`config.mk`:
```
export PLATFORM = sky130hd
export DESIGN_NAME = motor_speed_frame_parser
export DESIGN_NICKNAME = d
export VERILOG_FILES = /design/src/rtl/msfp_pkg.sv /design/src/rtl/msfp_front.sv /design/src/rtl/msfp_fifo.sv /design/src/rtl/msfp_back.sv /design/src/rtl/motor_speed_frame_parser.sv
export SDC_FILE = /design/constraint.sdc
export NUM_CORES = 1
export LEC_CHECK = 0
export BUFFER_PORTS_ARGS = -buffer_cell sky130_fd_sc_hd__buf_2
export CAP_MARGIN = 25
export CORE_MARGIN = 10
export CORE_UTILIZATION = 42
export DETAILED_ROUTE_END_ITERATION = 16
export GPL_ROUTABILITY_DRIVEN = 0
export SYNTH_ARGS = -nofsm -noshare
export SYNTH_HDL_FRONTEND = slang
export SYNTH_SLANG_ARGS = --single-unit
```
`constraint.sdc`:
```
create_clock -name clk -period 7 [get_ports clk]
set_clock_uncertainty 0.2 [all_clocks]
set_input_delay 0.7 -clock clk [delete_from_list [all_inputs] [get_ports clk]]
set_output_delay 0.7 -clock clk [all_outputs]
set_load 0.05 [all_outputs]
```
`src/rtl/msfp_pkg.sv`:
```
`timescale 1ns / 1ps

package msfp_pkg;

	// Frame geometry
	localparam int PAYLOAD_BYTES = 12;
	localparam int SPEED_COUNT   = 6;
	localparam int SPEED_BYTES   = 2 * SPEED_COUNT;
	localparam int STORE_DEPTH   = (PAYLOAD_BYTES < SPEED_BYTES) ? PAYLOAD_BYTES : SPEED_BYTES;
	localparam int STORE_IDX_W   = (STORE_DEPTH > 1) ? $clog2(STORE_DEPTH) : 1;
	localparam int CNT_W         = $clog2(PAYLOAD_BYTES + 1);
	localparam logic [CNT_W-1:0] LAST_PAYLOAD = CNT_W'(PAYLOAD_BYTES - 1);

	// Frame queue
	localparam int FIFO_DEPTH = 2;
	localparam int FIFO_PTR_W = $clog2(FIFO_DEPTH);
	localparam int FIFO_CNT_W = $clog2(FIFO_DEPTH + 1);

	// Configuration
	localparam int CFG_IDX_W = 1;
	localparam logic [7:0] SYNC_FIRST_RST  = 8'd170;
	localparam logic [7:0] SYNC_SECOND_RST = 8'd85;

	typedef enum logic [CFG_IDX_W-1:0] {
		REG_SYNC_FIRST  = 1'b0,
		REG_SYNC_SECOND = 1'b1
	} cfg_reg_t;

	typedef enum logic [1:0] {
		PH_HUNT    = 2'd0,
		PH_SYNC2   = 2'd1,
		PH_PAYLOAD = 2'd2,
		PH_CHECK   = 2'd3
	} phase_t;

	typedef logic [SPEED_COUNT-1:0][15:0] frame_t;

	typedef struct packed {
		logic   valid;
		frame_t frame;
	} push_t;

	typedef struct packed {
		logic full;
		logic empty;
	} fifo_stat_t;

endpackage

```
`src/rtl/msfp_front.sv`:
```
`timescale 1ns / 1ps

module msfp_front (
	input  logic                            clk,
	input  logic                            arst_n,
	input  logic                            rx_valid,
	input  logic [7:0]                      rx_byte,
	output logic                            rx_stall,
	input  logic                            cfg_we,
	input  logic [msfp_pkg::CFG_IDX_W-1:0] cfg_index,
	input  logic [7:0]                      cfg_data,
	input  msfp_pkg::fifo_stat_t            fifo_stat,
	output msfp_pkg::push_t                 push
);

	msfp_pkg::phase_t              phase_q, phase_nxt;
	logic [msfp_pkg::CNT_W-1:0]    cnt_q, cnt_nxt;
	logic [7:0]                    sum_q, sum_nxt;
	logic [7:0]                    sync_first_q, sync_second_q;
	logic [7:0]                    store_q [msfp_pkg::STORE_DEPTH];
	logic [7:0]                    pay_w [msfp_pkg::SPEED_BYTES];
	logic                          store_we;
	logic                          accept;
	msfp_pkg::frame_t              frame_w;

	// Hold input while the queue cannot take another frame
	assign rx_stall = fifo_stat.full;
	assign accept   = rx_valid && !fifo_stat.full;

	// Configuration registers
	always_ff @(posedge clk or negedge arst_n) begin
		if (!arst_n) begin
			sync_first_q  <= msfp_pkg::SYNC_FIRST_RST;
			sync_second_q <= msfp_pkg::SYNC_SECOND_RST;
		end else if (cfg_we) begin
			case (msfp_pkg::cfg_reg_t'(cfg_index))
				msfp_pkg::REG_SYNC_FIRST:  sync_first_q  <= cfg_data;
				msfp_pkg::REG_SYNC_SECOND: sync_second_q <= cfg_data;
				default: ;
			endcase
		end
	end

	// Next parse phase
	always_comb begin
		phase_nxt = phase_q;
		if (accept) begin
			case (phase_q)
				msfp_pkg::PH_HUNT:
					if (rx_byte == sync_first_q) phase_nxt = msfp_pkg::PH_SYNC2;
				msfp_pkg::PH_SYNC2:
					phase_nxt = (rx_byte == sync_second_q) ? msfp_pkg::PH_PAYLOAD
					                                       : msfp_pkg::PH_HUNT;
				msfp_pkg::PH_PAYLOAD:
					if (cnt_q >= msfp_pkg::LAST_PAYLOAD) phase_nxt = msfp_pkg::PH_CHECK;
				msfp_pkg::PH_CHECK:
					phase_nxt = msfp_pkg::PH_HUNT;
				default:
					phase_nxt = msfp_pkg::PH_HUNT;
			endcase
		end
	end

	// Sum, count, store write and frame push
	always_comb begin
		sum_nxt    = sum_q;
		cnt_nxt    = cnt_q;
		store_we   = 1'b0;
		push.valid = 1'b0;
		push.frame = frame_w;
		if (accept) begin
			case (phase_q)
				msfp_pkg::PH_HUNT:
					if (rx_byte == sync_first_q) sum_nxt = rx_byte;
				msfp_pkg::PH_SYNC2: begin
					cnt_nxt = '0;
					if (rx_byte == sync_second_q) sum_nxt = sum_q + rx_byte;
				end
				msfp_pkg::PH_PAYLOAD: begin
					sum_nxt  = sum_q + rx_byte;
					cnt_nxt  = cnt_q + 1'b1;
					store_we = (cnt_q < msfp_pkg::CNT_W'(msfp_pkg::STORE_DEPTH));
				end
				msfp_pkg::PH_CHECK: begin
					cnt_nxt    = '0;
					push.valid = (sum_q == rx_byte);
				end
				default: cnt_nxt = '0;
			endcase
		end
	end

	// Control state
	always_ff @(posedge clk or negedge arst_n) begin
		if (!arst_n) begin
			phase_q <= msfp_pkg::PH_HUNT;
			cnt_q   <= '0;
			sum_q   <= '0;
		end else begin
			phase_q <= phase_nxt;
			cnt_q   <= cnt_nxt;
			sum_q   <= sum_nxt;
		end
	end

	// Payload bytes, written at the running count
	always_ff @(posedge clk) begin
		if (store_we) store_q[cnt_q[msfp_pkg::STORE_IDX_W-1:0]] <= rx_byte;
	end

	// Positions past the payload read as zero
	for (genvar p = 0; p < msfp_pkg::SPEED_BYTES; p++) begin : g_pay
		if (p < msfp_pkg::STORE_DEPTH) begin : g_st
			assign pay_w[p] = store_q[p];
		end else begin : g_zero
			assign pay_w[p] = 8'd0;
		end
	end

	// Little-endian speed words
	for (genvar k = 0; k < msfp_pkg::SPEED_COUNT; k++) begin : g_spd
		assign frame_w[k] = {pay_w[2*k+1], pay_w[2*k]};
	end

endmodule

```
`src/rtl/msfp_fifo.sv`:
```
`timescale 1ns / 1ps

module msfp_fifo (
	input  logic                 clk,
	input  logic                 arst_n,
	input  msfp_pkg::push_t      push,
	input  logic                 pop,
	output msfp_pkg::frame_t     rd_frame,
	output msfp_pkg::fifo_stat_t stat
);

	msfp_pkg::frame_t                  mem_q [msfp_pkg::FIFO_DEPTH];
	logic [msfp_pkg::FIFO_PTR_W-1:0]   wr_ptr_q, rd_ptr_q;
	logic [msfp_pkg::FIFO_CNT_W-1:0]   cnt_q;
	logic                              do_push, do_pop;

	assign stat.full  = (cnt_q == msfp_pkg::FIFO_CNT_W'(msfp_pkg::FIFO_DEPTH));
	assign stat.empty = (cnt_q == '0);
	assign do_push    = push.valid && !stat.full;
	assign do_pop     = pop && !stat.empty;
	assign rd_frame   = mem_q[rd_ptr_q];

	// Store a pushed frame
	always_ff @(posedge clk) begin
		if (do_push) mem_q[wr_ptr_q] <= push.frame;
	end

	// Advance pointers and occupancy
	always_ff @(posedge clk or negedge arst_n) begin
		if (!arst_n) begin
			wr_ptr_q <= '0;
			rd_ptr_q <= '0;
			cnt_q    <= '0;
		end else begin
			if (do_push) begin
				wr_ptr_q <= (wr_ptr_q == msfp_pkg::FIFO_PTR_W'(msfp_pkg::FIFO_DEPTH - 1))
				            ? '0 : wr_ptr_q + 1'b1;
			end
			if (do_pop) begin
				rd_ptr_q <= (rd_ptr_q == msfp_pkg::FIFO_PTR_W'(msfp_pkg::FIFO_DEPTH - 1))
				            ? '0 : rd_ptr_q + 1'b1;
			end
			case ({do_push, do_pop})
				2'b10:   cnt_q <= cnt_q + 1'b1;
				2'b01:   cnt_q <= cnt_q - 1'b1;
				default: cnt_q <= cnt_q;
			endcase
		end
	end

endmodule

```
`src/rtl/msfp_back.sv`:
```
`timescale 1ns / 1ps

module msfp_back (
	input  logic                 clk,
	input  logic                 arst_n,
	input  msfp_pkg::fifo_stat_t fifo_stat,
	input  msfp_pkg::frame_t     rd_frame,
	output logic                 pop,
	output logic                 out_valid,
	input  logic                 out_stall,
	output msfp_pkg::frame_t     out_frame
);

	logic             valid_q;
	msfp_pkg::frame_t frame_q;

	// Refill the output register when it is empty or being taken
	assign pop       = !fifo_stat.empty && (!valid_q || !out_stall);
	assign out_valid = valid_q;
	assign out_frame = frame_q;

	always_ff @(posedge clk or negedge arst_n) begin
		if (!arst_n) begin
			valid_q <= 1'b0;
		end else if (!valid_q || !out_stall) begin
			valid_q <= !fifo_stat.empty;
		end
	end

	always_ff @(posedge clk) begin
		if (pop) frame_q <= rd_frame;
	end

endmodule

```
`src/rtl/motor_speed_frame_parser.sv`:
```
`timescale 1ns / 1ps
// A frame goes from its checksum byte through the queue into the output register.
// Throughput: one byte per cycle unless rx_stall; the parse state update is the only loop.
// Input stalls only while two matched frames wait in the queue behind a held output.
// Reset (arst_n low, asynchronous): parser hunts, count and sum clear, queue and output empty,
// sync registers return to 170 and 85; payload bytes are not cleared.
module motor_speed_frame_parser (
	input  logic                            clk,
	input  logic                            arst_n,
	input  logic                            rx_valid,
	output logic                            rx_stall,
	input  logic [7:0]                      rx_byte,
	input  logic                            cfg_we,
	input  logic [msfp_pkg::CFG_IDX_W-1:0] cfg_index,
	input  logic [7:0]                      cfg_data,
	output logic                            out_valid,
	input  logic                            out_stall,
	output logic [15:0]                     speed_0,
	output logic [15:0]                     speed_1,
	output logic [15:0]                     speed_2,
	output logic [15:0]                     speed_3,
	output logic [15:0]                     speed_4,
	output logic [15:0]                     speed_5
);

	msfp_pkg::push_t      push;
	msfp_pkg::fifo_stat_t fifo_stat;
	msfp_pkg::frame_t     rd_frame;
	msfp_pkg::frame_t     out_frame;
	logic                 pop;

	msfp_front u_front (
		.clk       (clk),
		.arst_n    (arst_n),
		.rx_valid  (rx_valid),
		.rx_byte   (rx_byte),
		.rx_stall  (rx_stall),
		.cfg_we    (cfg_we),
		.cfg_index (cfg_index),
		.cfg_data  (cfg_data),
		.fifo_stat (fifo_stat),
		.push      (push)
	);

	msfp_fifo u_fifo (
		.clk      (clk),
		.arst_n   (arst_n),
		.push     (push),
		.pop      (pop),
		.rd_frame (rd_frame),
		.stat     (fifo_stat)
	);

	msfp_back u_back (
		.clk       (clk),
		.arst_n    (arst_n),
		.fifo_stat (fifo_stat),
		.rd_frame  (rd_frame),
		.pop       (pop),
		.out_valid (out_valid),
		.out_stall (out_stall),
		.out_frame (out_frame)
	);

	assign speed_0 = out_frame[0];
	assign speed_1 = out_frame[1];
	assign speed_2 = out_frame[2];
	assign speed_3 = out_frame[3];
	assign speed_4 = out_frame[4];
	assign speed_5 = out_frame[5];

endmodule

```
==> results of run 1 <==
[power by group]
part | internal [µW] | leakage, µW | total (µW) | switching, µW
Sequential | 3090 | 0.00392 | 3240 | 153
Combinational | 530 | 0.00148 | 1800 | 1270
Clock | 1330 | 0.000677 | 2220 | 892
Total | 4950 | 0.00607 | 7270 | 2320
[cells in the mapped netlist, drive strengths merged, types with 8 or more instances]
| library cell | instances |
|---|---|
| edfxtp | 384 |
| mux2 | 112 |
| dfrtp | 27 |
| nor2 | 26 |
| ha | 18 |
| nand2 | 17 |
| clkbuf | 15 |
| o21ai | 14 |
| xnor2 | 13 |
| xor2 | 12 |
| a21oi | 11 |
| inv | 10 |
| dfstp | 8 |
| mux2i | 8 |
[sequential cells by signal, summed over array words and instances, names as in the netlist, named ones only]
register               flops
u_fifo.mem_q             192
u_fifo.rd_ptr_q            1
u_fifo.cnt_q               2
u_front.sum_q              8
u_front.sync_first_q       8
u_front.phase_q            1
u_back.out_valid           1
u_back.out_frame          96
u_fifo.wr_ptr_q            1
u_front.sync_second_q      8
u_front.cnt_q              4
u_front.store_q           96
[per-stage QoR]
stage	power [µW]	cell area, µm²	std cells	hold slack [ns]	worst slack (ns)
after floorplan	4720	14900	720	0.204	0.199
after global placement	5120	16100	1288	0.222	2.73
after detailed placement	5130	16200	1290	0.229	3.12
after CTS	7360	17600	1365	0.0653	3.67
after global routing	7590	17600	1365	0.0970	3.46
final	7270	17600	1365	0.0514	3.64
[cell families (layout without fill, tap and decap cells)]
group / Yosys count / after routing / share of synthesized area
compound gates: 36 / 36 / 0.0145
mux: 120 / 120 / 0.0899
flops: 419 / 419 / 0.832
xor+xnor: 25 / 25 / 0.0147
buf+inv: 27 / 217 / 0.00779
fa+ha+maj: 19 / 19 / 0.0164
simple gates: 74 / 74 / 0.0250
[layout make-up]
cell class | count | area (µm²)
Tap cell | 455 | 569
Clock inverter | 17 | 200
Fill cell | 2799 | 17200
Inverter | 10 | 37.5
Timing Repair Buffer | 132 | 718
Clock buffer | 58 | 1180
Multi-Input combinational cell | 274 | 2420
Sequential cell | 419 | 12400
[critical path: cells and delay by family]
family | cells | cell delay [ns]
adders and majority gates | 1 | 0.36
buffers and inverters | 3 | 1.06
and+or+nand+nor | 3 | 1.16
[worst paths after layout]
check                                       start                        to  cells past startpoint
setup / recovery                       rx_byte[3]       u_fifo.mem_q[1][12]                      7
hold / removal                             arst_n          u_front.sum_q[4]                      1
setup reg to reg                 u_front.sum_q[2]       u_fifo.mem_q[1][12]                      6
hold reg to reg            u_front.store_q[10][6]       u_fifo.mem_q[0][86]                      0
max in group asynchronous                  arst_n           u_fifo.rd_ptr_q                      1
min in group clk                      cfg_data[1]  u_front.sync_second_q[1]                      2
[routing by layer]
| metal | vias up | GRT usage | wire (µm) |
|---|---|---|---|
| met3 | 34 | 0.0276 | 1150 |
| li1 | 3085 | - | - |
| met4 | 0 | 0.0344 | 483 |
| met1 | 3289 | 0.161 | 12300 |
| met5 | - | 0 | 0 |
| met2 | 127 | 0.199 | 13100 |
==> flow_summary.toml, run 1 <==
[grt]
grt_use_total = 0.122
antenna_found_initial = 0
grt_pass1_wl_um = 41700
grt_pass1_vias = 6947
grt_overflow_total = 0
grt_max_degree = 59

[sta]
period_minus_slack_ns = 3.36
post-route-period-util = 0.480
rsz0062_at_grt = "no"
setup_violations = 0
worst_slew_pin_slew_ns = 0.895
fmax_mhz = 298
drv_slew = 0
finalHoldViolCount = 0
slew_headroom = 0.401
fin_tns_setup_ns = 0

[synth]
ys_top_cells_by_area = "edfxtp_1 (77%), mux2_2 (8.4%), dfrtp_1 (4.5%)"
yosys.area.top_type = "edfxtp_1"
syn_avg_cell_area_um2 = 20.7
synthArstFlopShare = 0.0835
yosys.area.top_type_share = 0.772
synth-main-ff-cell = "edfxtp_1"
synthDistinctLibCells = 39
synth_cells = 720
ys_seq_elements = 419
yosysWarnings = 0
synth_area_um2 = 14900
synth_nets = 761
synth_edf_count = 384
synth_seq_area_share = 0.832

[die]
die_x_um = 209
start_util = 0.429
row_count = 68
io_pins = 120
design.core.area_um2 = 34800
die_y_um = 209
dieArea_um2 = 43500

[critical_path]
cp_max_fo = 32
crit_slowest_cell = "nor2_4"
slowest_delay_ns = 0.44
cp.arrival_ns = 3.33
critical_path_required_ns = 6.97
cp-start-kind = "input port"
worstPathCellList = "buf_2 > ha_1 > nor4b_1 > nand3_1 > nor2_4 > buf_12 > buf_4"
reg2reg_slack_ns = 3.83
crit_type = "in -> reg"
crit_path_end_kind = "flop"

[power_and_ir_drop]
ir_drop_uv = 367
leakagePower_uw = 0.00607
power-per-cell-area_nw_per_um2 = 414

[clock_tree]
htree_num_levels = 2
cts_tree = "built"
holdBufCountCts = 0
clk_path_buf_depth = 3
cts_buffers = 43
clk_latency_ns = 0.54
cts_setup_buffers = 0
cts_sinks = 419
root_buffer = "clkbuf_16"
path_clk_slew_ns = 0.06
cts.repair.resized = 0

[layout]
final_cell_mix = "edfxtp_1 (384), buf_2 (119), mux2_2 (112)"
drive_gt1_frac = 0.354
synthToLayoutAreaGrowth_pct = 17.6
final_common_cell = "edfxtp_1"
layout.nets = 921
fin_util = 0.504
diodes = 0

[detailed_routing]
via_count = 6535
ant_nets = 0
viasPerCell = 4.79
drc = 0
wl_per_cell_um = 19.8
first_pass_iters = 5
wl_um = 27000
first_iter_violations = 384

[placed_design]
dp_hpwl_um = 16900
io_buffers = 119

[hold_path]
hold_path.class = "in -> async"

[outcome]
run_status = "completed"

[job]
cap_violations = 0
(Power assumes the default switching activity.)
==> run 2: changes to the inputs <==
==> constraint.sdc (replaced) <==
create_clock -name clk -period 3.2 [get_ports clk]
set_clock_uncertainty 0.2 [all_clocks]
set_input_delay 0.32 -clock clk [delete_from_list [all_inputs] [get_ports clk]]
set_output_delay 0.32 -clock clk [all_outputs]
set_load 0.05 [all_outputs]
==> run 2 against run 1 <==
Utilization rose by 1.3 points. Register-to-register slack got worse by 3.2 ns. Flip-flop and latch count did not move. Via count rose by 4.2%. Setup slack got worse by 3.0 ns. Critical path depth fell by 2. First-iteration DRC count fell by 4.2%. Highest routed layer unchanged.
==> flow_summary.toml, run 2 (synthesized netlist as in run 1, its figures left out) <==
[outcome]
run_status = "completed"

[clock_tree]
cts_buffers = 42
cts_tree = "built"
clk_latency_ns = 0.53
cts_setup_buffers = 0
cts_sinks = 419
root_buffer = "clkbuf_16"
htree_num_levels = 2
path_clk_slew_ns = 0.06
clk_path_buf_depth = 3

[detailed_routing]
dr_wl_met3_um = 1400
ant_nets = 0
first_pass_iters = 4
wl_met2_um = 13800
viasPerCell = 4.84
dr.max_layer_used = "met4"
via_count = 6807
met1_length_um = 12200
drc = 0
wl_um = 28000
first_iter_violations = 368
wl_per_cell_um = 19.9

[die]
io_pins = 120
die_y_um = 209
design.core.area_um2 = 34800
dieArea_um2 = 43500
row_count = 68
start_util = 0.429
die_x_um = 209

[critical_path]
cp.arrival_ns = 2.59
crit_type = "reg -> reg"
cp-start-kind = "flop"
cp_max_fo = 22
critical_path_required_ns = 3.24
crit_path_end_kind = "flop"

[sta]
post-route-period-util = 0.798
fin_tns_setup_ns = 0
slew_headroom = 0.437
setup_violations = 0
period_minus_slack_ns = 2.55
finalHoldViolCount = 0
rsz0062_at_grt = "no"
drv_slew = 0
fmax_mhz = 391
fin_ws_ns = 0.645
worst_slew_pin_slew_ns = 0.844

[power_and_ir_drop]
ir_drop_uv = 937
swShare = 0.323
comb_power_share = 0.261
p_int_uw = 10700
power-per-cell-area_nw_per_um2 = 875
switchingPower_uw = 5090
power_frac_seq = 0.451
leakagePower_uw = 0.00625
p_clk_frac = 0.288

[grt]
antenna_found_initial = 0
grt_pass1_wl_um = 42300
grt_use_total = 0.125
grt_overflow_total = 0
grt_pass1_vias = 7074
grt_max_degree = 52

[layout]
final_cells = 1406
largest_register_ffs = 192
layout.nets = 960
final_cell_mix = "edfxtp_1 (384), buf_2 (119), mux2_2 (112)"
synthToLayoutAreaGrowth_pct = 20.5
fillers = 2762
regMostFlops = "u_fifo.mem_q"
final_common_cell = "edfxtp_1"
drive_gt1_frac = 0.375
diodes = 0

[placed_design]
dp_hpwl_um = 17800
post-place-ws_ns = 0.588
io_buffers = 119
placed_cells = 1320

[job]
cap_violations = 0

[hold_path]
hold_path.class = "in -> reg"
run 2: area by class of cell:
class | instances | area, µm² | area share
Tap cell | 455 | 569 | 0.0317
Inverter | 10 | 37.5 | 0.00209
Clock buffer | 63 | 1170 | 0.0653
Multi-Input combinational cell | 274 | 2520 | 0.140
Timing Repair Buffer | 172 | 1160 | 0.0643
Sequential cell | 419 | 12400 | 0.691
Clock inverter | 13 | 105 | 0.00584
run 2: timing repair:
| item | CTS | global route |
|---|---|---|
| hold buffers | 10 | 0 |
| endpoints found under the hold margin | 44 | 0 |
| gates resized for setup | 0 | 0 |
run 2: per-layer routing:
metal | vias to the layer above | GRT usage
li1 | 3188 | -
met1 | 3434 | 0.163
met2 | 150 | 0.209
met3 | 35 | 0.0271
met4 | 0 | 0.0326
met5 | - | 0
run 2: path summary, 6_finish.rpt:
kind	start	depth (start not counted)	slack, ns	end
setup / recovery	u_front.phase_q[0]	5	0.65	u_fifo.mem_q[0][17]
hold / removal	rx_byte[7]	1	0.05	u_front.store_q[1][7]
setup reg to reg	u_front.phase_q[0]	5	0.65	u_fifo.mem_q[0][17]
hold reg to reg	u_front.store_q[5][0]	0	0.24	u_fifo.mem_q[0][40]
max in group asynchronous	arst_n	2	1.93	u_fifo.rd_ptr_q
min in group asynchronous	arst_n	2	0.24	u_front.sum_q[2]
run 2: worst max-delay path: stages (launching register included):
cell,delay (ns)
dfrtp_1,0.41
ha_1,0.32
nor4b_2,0.28
nand3_2,0.22
nor2_4,0.54
buf_12,0.25
run 2: through the flow:
stage | utilization | total power, µW | hold WS [ns] | area, µm²
floorplan | - | 10300 | -0.176 | 15100
global placement | 0.477 | 11400 | 0.223 | 16600
detailed placement | 0.477 | 11400 | 0.231 | 16600
CTS | 0.517 | 16000 | 0.0351 | 18000
global route | 0.517 | 16500 | 0.0312 | 18000
finish | 0.517 | 15700 | 0.0512 | 18000
run 2: power groups by stage:
stage / sequential (µW) / clock (µW) / combinational [µW]
6_report: 7100 / 4540 / 4100
5_1_grt: 7170 / 4890 / 4390
4_1_cts: 7110 / 4670 / 4190
3_5_place_dp: 7220 / 0 / 4160
3_3_place_gp: 7210 / 0 / 4160
2_1_floorplan: 8640 / 0 / 1700
